`src/rtl/cbts_pkg.sv`:
```
// cbts_pkg: shared constants and the sequencer state type of the CAN bit timing solver
// no dependencies; used by the top level
`timescale 1ns / 1ps
`default_nettype none

package cbts_pkg;

	localparam int MAX_SEG1_DEF = 16;
	localparam int MAX_SEG2_DEF = 8;

	localparam logic [31:0] MIN_BITRATE   = 32'd1000;
	localparam logic [31:0] FAST_BITRATE  = 32'd1000000;
	localparam logic [4:0]  FAST_QUANTA   = 5'd10;
	localparam logic [4:0]  SLOW_QUANTA   = 5'd17;
	localparam logic [10:0] MAX_PRESCALER = 11'd1024;

	// floor(1000 * a / b) > 900 is 1000 * a >= 901 * b
	localparam logic [14:0] SP_SCALE      = 15'd1000;
	localparam logic [14:0] SP_LIMIT_NEXT = 15'd901;

	localparam logic [4:0]  DIV_LAST      = 5'd31;
	localparam logic [4:0]  MIN_SEARCH    = 5'd2;

	typedef enum logic [2:0] {
		ST_IDLE,
		ST_DIV_Q,
		ST_TRIAL,
		ST_SPLIT,
		ST_DIV_CHK,
		ST_FIN
	} state_t;

endpackage

`default_nettype wire

```
`src/rtl/cbts_if.sv`:
```
// cbts_req_if and cbts_rsp_if: valid/ready channels of the CAN bit timing solver
// request carries clock and bit rate, response carries the timing result
`timescale 1ns / 1ps
`default_nettype none

interface cbts_req_if;
	logic        valid;
	logic        ready;
	logic [31:0] clock_hz;
	logic [31:0] bitrate_bps;

	modport source (output valid, output clock_hz, output bitrate_bps, input ready);
	modport sink   (input valid, input clock_hz, input bitrate_bps, output ready);
endinterface

interface cbts_rsp_if;
	logic        valid;
	logic        ready;
	logic        ok;
	logic [10:0] prescaler;
	logic [4:0]  seg1;
	logic [3:0]  seg2;
	logic        jump_width;

	modport source (output valid, output ok, output prescaler, output seg1, output seg2,
		output jump_width, input ready);
	modport sink   (input valid, input ok, input prescaler, input seg1, input seg2,
		input jump_width, output ready);
endinterface

`default_nettype wire

```
`src/rtl/can_bit_timing_solver.sv`:
```
// can_bit_timing_solver: finds prescaler and bit segments for a CAN bit rate
// depends on cbts_pkg and the cbts_req_if / cbts_rsp_if interfaces
//
// usage:
//   req carries clock_hz and bitrate_bps; a request is taken when valid and
//   ready are both high. ready is high only while the sequencer is idle.
//   rsp carries ok, prescaler, seg1, seg2 and jump_width from an output
//   register; a failed search gives ok 0 and all other fields 0.
// sequence:
//   all work runs on one radix-2 restoring divider. one division forms
//   clock / bit rate, then one division per quanta count tried (1 to 15,
//   from 10 or 17 quanta downward), then the segment split and one division
//   to verify the exact bit rate, then the output register is loaded; an
//   input that is rejected at once goes straight to the output load. the
//   next request is taken in the cycle after the result is loaded. one
//   request is in work at a time.
// stall:
//   a finished result waits in the sequencer until the output register is
//   free, so rsp may hold a result while the next request is accepted.
// reset:
//   arst_n clears the sequencer and rsp.valid; a request in work is dropped and none is invented.
`timescale 1ns / 1ps
`default_nettype none

module can_bit_timing_solver #(
	parameter int MAX_SEG1 = cbts_pkg::MAX_SEG1_DEF,
	parameter int MAX_SEG2 = cbts_pkg::MAX_SEG2_DEF
) (
	input  logic           clk,
	input  logic           arst_n,
	cbts_req_if.sink       req,
	cbts_rsp_if.source     rsp
);

	localparam logic [5:0] SegSum  = 6'(MAX_SEG1 + MAX_SEG2);
	localparam logic [4:0] Seg1Max = 5'(MAX_SEG1);
	localparam logic [4:0] Seg2Max = 5'(MAX_SEG2);

	cbts_pkg::state_t state_q, state_d;

	logic [31:0] clk_q, br_q, q_q;
	logic [4:0]  s_q;
	logic [31:0] rem_q, quo_q, den_q;
	logic [4:0]  cnt_q;
	logic        ok_q;
	logic [10:0] pre_q;
	logic [4:0]  seg1_q;
	logic [3:0]  seg2_q;

	logic        rsp_valid_q, rsp_ok_q, rsp_jw_q;
	logic [10:0] rsp_pre_q;
	logic [4:0]  rsp_seg1_q;
	logic [3:0]  rsp_seg2_q;

	// shared divider step
	logic [32:0] div_shift, div_diff;
	logic        div_ge, div_last;
	logic [31:0] div_rem_nx, div_quo_nx;

	assign div_shift  = {rem_q, quo_q[31]};
	assign div_diff   = div_shift - {1'b0, den_q};
	assign div_ge     = !div_diff[32];
	assign div_rem_nx = div_ge ? div_diff[31:0] : div_shift[31:0];
	assign div_quo_nx = {quo_q[30:0], div_ge};
	assign div_last   = (cnt_q == cbts_pkg::DIV_LAST);

	// input screening
	logic [4:0] quanta_sel;
	logic       early_fail;

	assign quanta_sel = (req.bitrate_bps >= cbts_pkg::FAST_BITRATE) ?
		cbts_pkg::FAST_QUANTA : cbts_pkg::SLOW_QUANTA;
	assign early_fail = (req.clock_hz == 32'd0) || (req.bitrate_bps < cbts_pkg::MIN_BITRATE) ||
		({1'b0, quanta_sel} > SegSum);

	// divisor trial
	logic [4:0] s_inc;
	logic       rem_zero, pre_ok;

	assign s_inc    = s_q + 5'd1;
	assign rem_zero = (div_rem_nx == 32'd0);
	assign pre_ok   = (div_quo_nx != 32'd0) && (div_quo_nx <= {21'd0, cbts_pkg::MAX_PRESCALER});

	// segment split
	logic [7:0]  s7;
	logic [4:0]  seg1_a, seg1_b, seg1_f, seg2_w;
	logic [14:0] sp_lhs, sp_rhs;
	logic        sp_high, seg_ok;

	assign s7      = {3'd0, s_q} * 8'd7;
	assign seg1_a  = 5'((s7 + 8'd3) >> 3);
	assign seg1_b  = 5'((s7 - 8'd1) >> 3);
	assign sp_lhs  = cbts_pkg::SP_SCALE * {10'd0, seg1_a + 5'd1};
	assign sp_rhs  = cbts_pkg::SP_LIMIT_NEXT * {10'd0, s_inc};
	assign sp_high = (sp_lhs >= sp_rhs);
	assign seg1_f  = sp_high ? seg1_b : seg1_a;
	assign seg2_w  = s_q - seg1_f;
	assign seg_ok  = (s_q > seg1_a) && (seg1_f >= 5'd1) && (seg1_f <= Seg1Max) &&
		(seg2_w >= 5'd1) && (seg2_w <= Seg2Max);

	logic out_free;
	assign out_free = !rsp_valid_q || rsp.ready;

	// sequencer
	always_ff @(posedge clk or negedge arst_n) begin
		if (!arst_n) begin
			state_q <= cbts_pkg::ST_IDLE;
		end else begin
			state_q <= state_d;
		end
	end

	always_comb begin
		state_d   = state_q;
		req.ready = 1'b0;
		case (state_q)
			cbts_pkg::ST_IDLE: begin
				req.ready = 1'b1;
				if (req.valid) begin
					state_d = early_fail ? cbts_pkg::ST_FIN : cbts_pkg::ST_DIV_Q;
				end
			end
			cbts_pkg::ST_DIV_Q: begin
				if (div_last) begin
					state_d = cbts_pkg::ST_TRIAL;
				end
			end
			cbts_pkg::ST_TRIAL: begin
				if (div_last) begin
					if (rem_zero) begin
						state_d = pre_ok ? cbts_pkg::ST_SPLIT : cbts_pkg::ST_FIN;
					end else if (s_q <= cbts_pkg::MIN_SEARCH) begin
						state_d = cbts_pkg::ST_FIN;
					end
				end
			end
			cbts_pkg::ST_SPLIT: begin
				state_d = seg_ok ? cbts_pkg::ST_DIV_CHK : cbts_pkg::ST_FIN;
			end
			cbts_pkg::ST_DIV_CHK: begin
				if (div_last) begin
					state_d = cbts_pkg::ST_FIN;
				end
			end
			cbts_pkg::ST_FIN: begin
				if (out_free) begin
					state_d = cbts_pkg::ST_IDLE;
				end
			end
			default: begin
				state_d = cbts_pkg::ST_IDLE;
			end
		endcase
	end

	// datapath
	always_ff @(posedge clk or negedge arst_n) begin
		if (!arst_n) begin
			cnt_q <= 5'd0;
		end else begin
			case (state_q)
				cbts_pkg::ST_IDLE, cbts_pkg::ST_SPLIT: begin
					cnt_q <= 5'd0;
				end
				cbts_pkg::ST_DIV_Q, cbts_pkg::ST_TRIAL, cbts_pkg::ST_DIV_CHK: begin
					cnt_q <= cnt_q + 5'd1;
				end
				default: begin
					cnt_q <= cnt_q;
				end
			endcase
		end
	end

	always_ff @(posedge clk) begin
		case (state_q)
			cbts_pkg::ST_IDLE: begin
				if (req.valid) begin
					clk_q <= req.clock_hz;
					br_q  <= req.bitrate_bps;
					s_q   <= quanta_sel - 5'd1;
					ok_q  <= !early_fail;
					rem_q <= 32'd0;
					quo_q <= req.clock_hz;
					den_q <= req.bitrate_bps;
				end
			end
			cbts_pkg::ST_DIV_Q: begin
				rem_q <= div_rem_nx;
				quo_q <= div_quo_nx;
				if (div_last) begin
					q_q   <= div_quo_nx;
					rem_q <= 32'd0;
					den_q <= {27'd0, s_inc};
				end
			end
			cbts_pkg::ST_TRIAL: begin
				rem_q <= div_rem_nx;
				quo_q <= div_quo_nx;
				if (div_last) begin
					if (rem_zero) begin
						pre_q <= div_quo_nx[10:0];
						ok_q  <= pre_ok;
					end else if (s_q <= cbts_pkg::MIN_SEARCH) begin
						ok_q <= 1'b0;
					end else begin
						s_q   <= s_q - 5'd1;
						rem_q <= 32'd0;
						quo_q <= q_q;
						den_q <= {27'd0, s_q};
					end
				end
			end
			cbts_pkg::ST_SPLIT: begin
				seg1_q <= seg1_f;
				seg2_q <= seg2_w[3:0];
				ok_q   <= seg_ok;
				rem_q  <= 32'd0;
				quo_q  <= clk_q;
				den_q  <= q_q;
			end
			cbts_pkg::ST_DIV_CHK: begin
				rem_q <= div_rem_nx;
				quo_q <= div_quo_nx;
				if (div_last) begin
					ok_q <= (div_quo_nx == br_q);
				end
			end
			default: begin
			end
		endcase
	end

	// response register
	always_ff @(posedge clk or negedge arst_n) begin
		if (!arst_n) begin
			rsp_valid_q <= 1'b0;
		end else if (state_q == cbts_pkg::ST_FIN && out_free) begin
			rsp_valid_q <= 1'b1;
		end else if (rsp.ready) begin
			rsp_valid_q <= 1'b0;
		end
	end

	always_ff @(posedge clk) begin
		if (state_q == cbts_pkg::ST_FIN && out_free) begin
			rsp_ok_q   <= ok_q;
			rsp_pre_q  <= ok_q ? pre_q : 11'd0;
			rsp_seg1_q <= ok_q ? seg1_q : 5'd0;
			rsp_seg2_q <= ok_q ? seg2_q : 4'd0;
			rsp_jw_q   <= ok_q;
		end
	end

	assign rsp.valid      = rsp_valid_q;
	assign rsp.ok         = rsp_ok_q;
	assign rsp.prescaler  = rsp_pre_q;
	assign rsp.seg1       = rsp_seg1_q;
	assign rsp.seg2       = rsp_seg2_q;
	assign rsp.jump_width = rsp_jw_q;

endmodule

`default_nettype wire

```
`src/flat_wrapper.sv`:
```
// flat-port wrapper written by rule: the top's interface ports become plain ports
module can_bit_timing_solver_flat 
#(
	parameter int MAX_SEG1 = cbts_pkg::MAX_SEG1_DEF,
	parameter int MAX_SEG2 = cbts_pkg::MAX_SEG2_DEF
)
  (clk, arst_n, req_valid, req_clock_hz, req_bitrate_bps, req_ready, rsp_valid, rsp_ok, rsp_prescaler, rsp_seg1, rsp_seg2, rsp_jump_width, rsp_ready);
  cbts_req_if req_i ();
  cbts_rsp_if rsp_i ();
  input  logic clk;
  input  logic arst_n;
  input wire logic [$bits(req_i.valid)-1:0] req_valid;
  input wire logic [$bits(req_i.clock_hz)-1:0] req_clock_hz;
  input wire logic [$bits(req_i.bitrate_bps)-1:0] req_bitrate_bps;
  output wire logic [$bits(req_i.ready)-1:0] req_ready;
  output wire logic [$bits(rsp_i.valid)-1:0] rsp_valid;
  output wire logic [$bits(rsp_i.ok)-1:0] rsp_ok;
  output wire logic [$bits(rsp_i.prescaler)-1:0] rsp_prescaler;
  output wire logic [$bits(rsp_i.seg1)-1:0] rsp_seg1;
  output wire logic [$bits(rsp_i.seg2)-1:0] rsp_seg2;
  output wire logic [$bits(rsp_i.jump_width)-1:0] rsp_jump_width;
  input wire logic [$bits(rsp_i.ready)-1:0] rsp_ready;
  assign req_i.valid = req_valid;
  assign req_i.clock_hz = req_clock_hz;
  assign req_i.bitrate_bps = req_bitrate_bps;
  assign req_ready = req_i.ready;
  assign rsp_valid = rsp_i.valid;
  assign rsp_ok = rsp_i.ok;
  assign rsp_prescaler = rsp_i.prescaler;
  assign rsp_seg1 = rsp_i.seg1;
  assign rsp_seg2 = rsp_i.seg2;
  assign rsp_jump_width = rsp_i.jump_width;
  assign rsp_i.ready = rsp_ready;
  can_bit_timing_solver #(.MAX_SEG1(MAX_SEG1), .MAX_SEG2(MAX_SEG2)) u_core (.clk(clk), .arst_n(arst_n), .req(req_i), .rsp(rsp_i));
endmodule
```
`config.mk`:
```
export PLATFORM = sky130hd
export DESIGN_NAME = can_bit_timing_solver_flat
export DESIGN_NICKNAME = d
export VERILOG_FILES = /design/src/rtl/cbts_pkg.sv /design/src/rtl/cbts_if.sv /design/src/rtl/can_bit_timing_solver.sv /design/src/flat_wrapper.sv
export SDC_FILE = /design/constraint.sdc
export NUM_CORES = 1
export LEC_CHECK = 0
export ABC_AREA = 1
export BUFFER_PORTS_ARGS = -buffer_cell sky130_fd_sc_hd__buf_4
export CAP_MARGIN = 40
export CORE_UTILIZATION = 57
export CTS_CLUSTER_SIZE = 20
export DETAILED_ROUTE_END_ITERATION = 10
export MAX_ROUTING_LAYER = met4
export PLACE_DENSITY_LB_ADDON = 0.1
export SYNTH_ARGS = -nofsm -noshare
export SYNTH_HDL_FRONTEND = slang
export SYNTH_SLANG_ARGS = --single-unit
export TNS_END_PERCENT = 1
```
`constraint.sdc`:
```
create_clock -name clk -period 7.87 [get_ports clk]
set_input_delay 0.787 -clock clk [delete_from_list [all_inputs] [get_ports clk]]
set_output_delay 0.787 -clock clk [all_outputs]
set_load 0.005 [all_outputs]
```
==> results of run 1 <==
## layout by cell type, fill, tap and decap left out, types with 40 or more instances in the layout
cell type	synthesis	routed
ha_1	122	114
nor2_1	118	105
a21oi_1	75	66
nand3_1	140	135
buf_4	7	160
nand2_1	568	560
inv_1	374	367
edfxtp_1	239	239
xnor2_1	43	40
nand4_1	64	64
## synthesized netlist by cell type (all sizes together)
cell type  number
nand2         578
inv           374
edfxtp        239
nand3         142
ha            122
nor2          120
a21oi          82
nand4          64
xnor2          43
o21ai          38
xor2           37
a22oi          31
clkbuf         29
nor4           21
buf            19
fa             18
nor3           14
nand3b         13
o22ai          10
dfrtp           9
o2111ai         6
and2            5
o21bai          5
a21o            4
a31oi           3
or2             3
a32o            2
a2111oi         1
a21boi          1
a221oi          1
a32oi           1
and3            1
clkinv          1
## worst register-to-register path, delay by kind of cell (launching register included)
family / cells / cell delay [ps]
AOI/OAI and AO/OA: 5 / 640
xor gates and xnor gates: 3 / 560
adders and majority gates: 7 / 2520
buffers and inverters: 18 / 2060
DFF: 1 / 410
and+or+nand+nor: 16 / 1610
## what timing repair did
action                     CTS  global route
buffers inserted            21             4
hold buffers                 0             0
setup endpoints to repair    2             4
hold endpoints to repair     0             0
gates resized for setup     27            31
cloned                       0             0
pin swaps                   29            26
## kinds of logic after synthesis
family | Yosys count | synth area share
xor gates and xnor gates | 80 | 0.0415
and+or+nand+nor | 961 | 0.245
DFF | 248 | 0.438
buffers and inverters | 423 | 0.0980
AOI/OAI and AO/OA | 185 | 0.0660
adders and majority gates | 140 | 0.112
## sequential cells by signal, summed over array words and instances, names as in the netlist
signal	count
u_core.br_q	32
u_core.rsp.seg1	5
u_core.cnt_q	5
u_core.rsp.prescaler	11
u_core.rem_q	32
u_core.s_q	5
u_core.rsp.seg2	4
u_core.state_q	3
u_core.seg1_q	5
u_core.quo_q	32
u_core.rsp.valid	1
u_core.pre_q	11
u_core.ok_q	1
u_core.clk_q	32
u_core.den_q	32
u_core.rsp.ok	1
u_core.q_q	32
u_core.seg2_q	4
## per-stage QoR
step / hold WS, ps / setup TNS, ps / setup slack [ps]
finish: 61.3 / -165 / -92.4
global route: 57.6 / -842 / -428
floorplan: 446 / 0 / 0.258
global placement: 484 / -145 / -72.5
detailed placement: 492 / -669 / -338
CTS: 48.8 / -16.7 / -16.7
## area by class of cell
| type | count | area share |
|---|---|---|
| multi-input combinational | 1366 | 0.416 |
| sequential | 248 | 0.377 |
| tap | 384 | 0.0245 |
| clock inverter | 18 | 0.00821 |
| clock buffer | 32 | 0.0364 |
| inverter | 375 | 0.0718 |
| timing repair buffer | 165 | 0.0667 |
## worst max path at each step
stage,cells after the start,from,end,slack (ps)
after global placement,41,u_core.s_q[1],u_core.state_q[0],-70
after global routing,50,u_core.s_q[0],u_core.ok_q,-430
final,49,u_core.s_q[0],u_core.state_q[0],-90
after floorplan,41,u_core.s_q[2],u_core.ok_q,0.3
after CTS,44,u_core.s_q[2],u_core.ok_q,-20
after detailed placement,41,u_core.s_q[1],u_core.ok_q,-340
## per-layer routing
| layer | vias up | global-route usage | share of wire |
|---|---|---|---|
| met3 | 79 | 0.0418 | 0.087 |
| met2 | 606 | 0.453 | 0.43 |
| li1 | 6984 | - | - |
| met4 | 0 | 0.0782 | 0.025 |
| met5 | - | - | 0 |
| met1 | 6698 | 0.459 | 0.46 |
==> impl_metrics.yaml, run 1 <==
outcome:
  status: "finished with violations"
  violations: "negative setup slack"
yosys:
  syn_inst: 2037
  netlist_top_cells_area: "edfxtp_1 (42%), nand2_1 (13%), ha_1 (9.0%)"
  yosys.area.top_type_share: 0.425
  yosysWarnings: 0
  syn_nets: 2245
  synth_seq_area_share: 0.438
  avgSynthCellArea_sq_um: 8.30
  ys_seq_elements: 248
  synth_area_sq_mm: 0.0169
  synth_top_area_cell: "edfxtp_1"
  synth_cell_types: 42
clock_tree:
  path_clk_slew_ps: 60
  clkLatencyLatePin_ps: 550
  cts.path.max_buffers: 3
  h-tree-depth: 1
  cts_tree: "yes"
  cts_sinks: 248
  numCtsBuffers: 28
  root_buffer: "clkbuf_16"
global_routing:
  antenna_found_initial: 0
  grt_max_degree: 65
  grt.total_usage: 0.311
  grt_pass1_vias: 13400
  grt_pass1_wl_um: 71500
  overflow: 0
route:
  detail_route.wl_per_cell_um: 17.8
  wl_um: 46100
  drtIter0Drc: 1524
  drt_pre_antenna_iters: 6
  avgViaCountPerCell: 5.55
  vias: 14400
  drc: 0
  ant_nets: 0
place:
  hpwl_um: 35200
  place_inst: 2513
  port_buffers: 91
  finalWeightedCongestion: 0.967
  place_area_sq_mm: 0.0183
finish:
  postLayoutCellArea_sq_mm: 0.0197
  final_cells: 2588
  fill_cells: 2357
  synthToLayoutAreaGrowth_pct: 16.3
  layout-drive-gt1-share: 0.133
  multi_input_area_sq_mm: 0.00817
  seq_area_sq_mm: 0.00740
  final_nets: 2392
  fin_util: 0.679
  n_antenna_cell: 0
sta:
  hold_violations: 0
  worstMarginPinSlew_ps: 886
  rsz0062_at_grt: "true"
  slew_headroom: 0.409
  fin_crit_sh: 1.01
  fin_ws_ps: -92.4
  setup_violations: 2
  slew_violations: 0
  min_period_ps: 7960
  max_freq_ghz: 0.126
  skew_ps: 26.4
setup_path:
  cp_common_cell: "buf_4"
  slowest_stage: "fa_2"
  r2r-end: "u_core.state_q[0]"
  cp-start-kind: "flip-flop"
  worst-path-buf-inv: 18
  required_ps: 8290
  critPathArrivalTime_ps: 8380
  path_class: "reg2reg"
  rrSetupSlack_ps: -90
  worstPathMaxFanout: 5
  crit_family: "adder cells"
  timing.rr.start: "u_core.s_q[0]"
  max_stage_delay_ps: 550
  worst_setup_path_end_kind: "flip-flop"
  r2r_cells: 49
die:
  die_w_um: 174
  core-area_sq_mm: 0.0289
  fp.dieArea_sq_mm: 0.0303
  die_h_um: 174
  io_pins: 92
  initial_core_util: 0.584
  row_count: 62
run:
  cap_violations: 0
worst_hold_path:
  hold_class: "in2async"
Power of run 1 is not shown: default switching activity piles up to over one toggle a cycle in this logic, so the estimate is an artifact.
==> run 2, diff against run 1 <==
--- a/config.mk
+++ b/config.mk
@@ -8,6 +8,7 @@
 export ABC_AREA = 1
 export BUFFER_PORTS_ARGS = -buffer_cell sky130_fd_sc_hd__buf_4
 export CAP_MARGIN = 40
+export CORE_ASPECT_RATIO = 0.9
 export CORE_UTILIZATION = 57
 export CTS_CLUSTER_SIZE = 20
 export DETAILED_ROUTE_END_ITERATION = 10
==> run 2 against run 1 <==
- the run still ends with negative setup slack left
- final area rose by 0.39%
- die area barely moved
- setup slack better by 6.2 ps
==> impl_metrics.yaml, run 2 (synthesis results as in run 1) <==
outcome:
  status: "finished with violations"
  violations: "negative setup slack"
setup_path:
  worstPathMaxFanout: 5
  max_stage_delay_ps: 580
  slowest_stage: "fa_1"
  critPathArrivalTime_ps: 8250
  cp-start-kind: "flip-flop"
  rrSetupSlack_ps: -90
  cp_common_cell: "buf_4"
  path_class: "reg2reg"
  timing.rr.start: "u_core.s_q[2]"
  required_ps: 8170
  worst_setup_path_end_kind: "flip-flop"
  crit_start: "u_core.s_q[2]"
sta:
  rsz0062_at_grt: "true"
  worstMarginPinSlew_ps: 945
  setup_violations: 3
  finalSetupTns_ps: -148
  hold_ws_ps: 59.2
  fin_ws_ps: -86.1
  min_period_ps: 7960
  skew_ps: 25.3
  slew_violations: 0
  hold_violations: 0
  fin_crit_sh: 1.01
  slew_headroom: 0.367
  max_freq_ghz: 0.126
place:
  finalWeightedCongestion: 0.951
  place_ws_ps: -310
  port_buffers: 91
  hpwl_um: 35000
finish:
  seq_area_sq_mm: 0.00740
  layout_commonest_cell: "nand2_1"
  fill_cells: 2376
  fin_util: 0.680
  synthToLayoutAreaGrowth_pct: 16.7
  layout-drive-gt1-share: 0.142
  final_nets: 2392
  n_antenna_cell: 0
  multi_input_area_sq_mm: 0.00824
  layout_common_cells: "nand2_1 (556), inv_1 (365), edfxtp_1 (239)"
clock_tree:
  clkLatencyLatePin_ps: 560
  h-tree-depth: 1
  cts_tree: "yes"
  numCtsBuffers: 26
  path_clk_slew_ps: 60
  cts.path.max_buffers: 3
  root_buffer: "clkbuf_16"
  ctsHoldBuffers: 0
  cts_sinks: 248
die:
  initial_core_util: 0.582
  io_pins: 92
  row_count: 59
  core-area_sq_mm: 0.0290
  fp.dieArea_sq_mm: 0.0303
  die_w_um: 183
  die_h_um: 165
route:
  avgViaCountPerCell: 5.58
  ant_nets: 0
  drc: 0
  drt_pre_antenna_iters: 6
  wl_um: 46800
  drtIter0Drc: 1455
  vias: 14500
  detail_route.wl_per_cell_um: 18.0
global_routing:
  grt_max_degree: 65
  grt_pass1_wl_um: 72300
  overflow: 0
  antenna_found_initial: 0
  grt.total_usage: 0.318
  grt_pass1_vias: 13600
run:
  cap_violations: 0
worst_hold_path:
  hold_class: "in2async"
run 2: cell count changes in the layout (fill, tap and decap cells not counted), sizes merged:
cell,before,now
buf,165,167
bufinv,2,1
clkinv,13,12
clkinvlp,3,4
inv,375,374
run 2: final cells by class:
| type | instances | share of cell area |
|---|---|---|
| clock buffers | 32 | 0.0356 |
| clock inverters | 16 | 0.00698 |
| inverters | 375 | 0.0715 |
| multi-input cells | 1366 | 0.418 |
| flip-flops and latches | 248 | 0.375 |
| well taps | 396 | 0.0251 |
| repair buffers | 167 | 0.0677 |
run 2: metal layers:
metal / global-route usage / wire length (um) / vias to the layer above
li1: - / - / 6985
met1: 0.461 / 21300 / 6774
met2: 0.482 / 20500 / 684
met3: 0.0373 / 4100 / 72
met4: 0.0708 / 949 / 0
met5: - / 0 / -
run 2: path summary, 6_finish.rpt:
check / to / cells after the start
setup / recovery: u_core.seg1_q[0] / 40
hold / removal: u_core.cnt_q[1] / 1
setup reg to reg: u_core.seg1_q[0] / 40
hold reg to reg: u_core.cnt_q[0] / 1
max in group asynchronous: u_core.state_q[2] / 1
min in group clk: u_core.clk_q[23] / 1
run 2: stage by stage:
step / instances / area (sq um)
finish: 2600 / 19700
global route: 2600 / 19700
CTS: 2592 / 19500
detailed placement: 2524 / 18300
global placement: 2519 / 18200
floorplan: 2037 / 17000
run 2: critical path: cells and delay by family (launching register included):
kind / cells / cell delay (ps)
AO/OA/AOI/OAI: 12 / 1640
XOR/XNOR: 4 / 670
adder cells (fa/ha/maj): 8 / 3210
buffers and inverters: 14 / 1550
flip-flops: 1 / 440
AND/OR/NAND/NOR: 2 / 200
run 2: timing repair:
item / in CTS / in global routing
resized for setup: 34 / 47
setup buffers: 20 / 9
pin swaps: 33 / 36
setup endpoints to repair: 3 / 6
Power of run 2 is left out for the same reason.
==> run 3, diff against run 2 <==
--- a/config.mk
+++ b/config.mk
@@ -12,6 +12,7 @@
 export CORE_UTILIZATION = 57
 export CTS_CLUSTER_SIZE = 20
 export DETAILED_ROUTE_END_ITERATION = 10
+export GPL_TIMING_DRIVEN = 0
 export MAX_ROUTING_LAYER = met4
 export PLACE_DENSITY_LB_ADDON = 0.1
 export SYNTH_ARGS = -nofsm -noshare
==> constraint.sdc (replaced) <==
create_clock -name clk -period 7.87 [get_ports clk]
set_input_delay 1.574 -clock clk [delete_from_list [all_inputs] [get_ports clk]]
set_output_delay 1.574 -clock clk [all_outputs]
set_load 0.005 [all_outputs]
==> run 3 against run 2 <==
- the run still ends with negative setup slack left
- maximum frequency shrank 2.9%
- sequential cell count is the same
- register-to-register slack lost 240 ps
- die area is the same
- final area grew 1.3%
- via count grew 1.3%
==> impl_metrics.yaml, run 3 (synthesis results as in run 1) <==
finish:
  fill_cells: 2310
  layout_common_cells: "nand2_1 (552), inv_1 (363), edfxtp_1 (239)"
  layout-drive-gt1-share: 0.138
  n_antenna_cell: 0
  synthToLayoutAreaGrowth_pct: 18.2
  final_nets: 2427
  final_cells: 2635
  layout_commonest_cell: "nand2_1"
clock_tree:
  numCtsBuffers: 27
  cts.path.max_buffers: 3
  h-tree-depth: 1
  path_clk_slew_ps: 60
  cts_sinks: 248
  cts_tree: "yes"
  clkLatencyLatePin_ps: 550
  root_buffer: "clkbuf_16"
route:
  wl_um: 48300
  detail_route.wl_per_cell_um: 18.3
  avgViaCountPerCell: 5.58
  drc: 0
  drt_pre_antenna_iters: 6
  ant_nets: 0
  vias: 14700
  drtIter0Drc: 1593
outcome:
  violations: "negative setup slack"
  status: "finished with violations"
die:
  die_h_um: 165
  core-area_sq_mm: 0.0290
  die_w_um: 183
  row_count: 59
  initial_core_util: 0.582
  fp.dieArea_sq_mm: 0.0303
  io_pins: 92
worst_hold_path:
  hold_class: "reg2reg"
place:
  port_buffers: 91
  place_inst: 2532
  place_ws_ps: -1250
  finalWeightedCongestion: 0.972
  hpwl_um: 37200
global_routing:
  grt_pass1_vias: 13900
  antenna_found_initial: 0
  overflow: 0
  grt_pass1_wl_um: 73700
  grt_max_degree: 27
  grt.total_usage: 0.326
setup_path:
  critPathArrivalTime_ps: 8480
  required_ps: 8160
  crit_family: "adder cells"
  max_stage_delay_ps: 600
  cp-start-kind: "flip-flop"
  worstPathMaxFanout: 6
  worst-path-buf-inv: 11
  worst_setup_path_end_kind: "flip-flop"
  path_class: "reg2reg"
  slowest_stage: "fa_2"
sta:
  rsz0062_at_grt: "true"
  fin_ws_ps: -327
  fin_crit_sh: 1.04
  worstMarginPinSlew_ps: 851
  hold_violations: 0
  setup_violations: 3
  skew_ps: 29.5
  slew_violations: 0
  max_freq_ghz: 0.122
  slew_headroom: 0.432
  min_period_ps: 8200
run:
  cap_violations: 0
## run 3: cell count changes in the layout (fill, tap and decap cells not counted), sizes merged
| cell | previous run | this run |
|---|---|---|
| clkinvlp | 4 | 0 |
| buf | 167 | 172 |
| clkbuf | 32 | 67 |
| clkinv | 12 | 10 |
| inv | 374 | 375 |
## run 3: final cells by class
cell class / count / area (sq um) / share of cell area
Buffer: 48 / 249 / 0.0125
Clock buffer: 38 / 717 / 0.0359
Clock inverter: 11 / 92.6 / 0.00463
Inverter: 375 / 1410 / 0.0707
Multi-Input combinational cell: 1366 / 8290 / 0.415
Sequential cell: 248 / 7400 / 0.371
Tap cell: 396 / 495 / 0.0248
Timing Repair Buffer: 153 / 1310 / 0.0658
## run 3: worst paths after layout
kind | start | to | slack (ps) | depth (start not counted)
max | u_core.s_q[1] | u_core.ok_q | -330 | 45
min | u_core.ok_q | u_core.rsp.ok | 480 | 0
min in group asynchronous | arst_n | u_core.state_q[0] | 830 | 1
max in group asynchronous | arst_n | u_core.cnt_q[3] | 6910 | 1
max reg2reg | u_core.s_q[1] | u_core.ok_q | -330 | 45
min reg2reg | u_core.ok_q | u_core.rsp.ok | 480 | 0
## run 3: worst reg2reg max path: cells and delay by family, from the launching register on
family	cells	cell delay (ps)
xor+xnor	2	360
buf+inv	11	1070
simple gates	18	1800
flops	1	480
compound gates	5	690
fa+ha+maj	9	3510
## run 3: timing repair
| action | in CTS | in global routing |
|---|---|---|
| pin swaps | 39 | 26 |
| hold buffers | 0 | 0 |
| hold endpoints to repair | 0 | 0 |
| endpoints found under the setup margin | 7 | 8 |
| gates resized for setup | 77 | 29 |
| buffers inserted | 43 | 9 |
## run 3: metrics by stage
step	hold WS [ps]	util	cell area, sq um	TNS [ps]
3_3_place_gp	469	0.625	18100	-3670
6_report	479	0.689	20000	-942
4_1_cts	484	0.681	19700	-391
2_1_floorplan	446	-	17000	0
5_1_grt	494	0.689	20000	-2040
3_5_place_dp	468	0.632	18300	-4490
## run 3: per-layer routing
metal / track usage / vias up / routed length [um] / share of wire
met4: 0.0875 / 0 / 1310 / 0.027
li1: - / 7058 / - / -
met2: 0.528 / 684 / 22100 / 0.46
met3: 0.0305 / 89 / 3960 / 0.082
met1: 0.442 / 6868 / 20900 / 0.43
met5: - / - / 0 / 0
Power of run 3 is left out for the same reason.
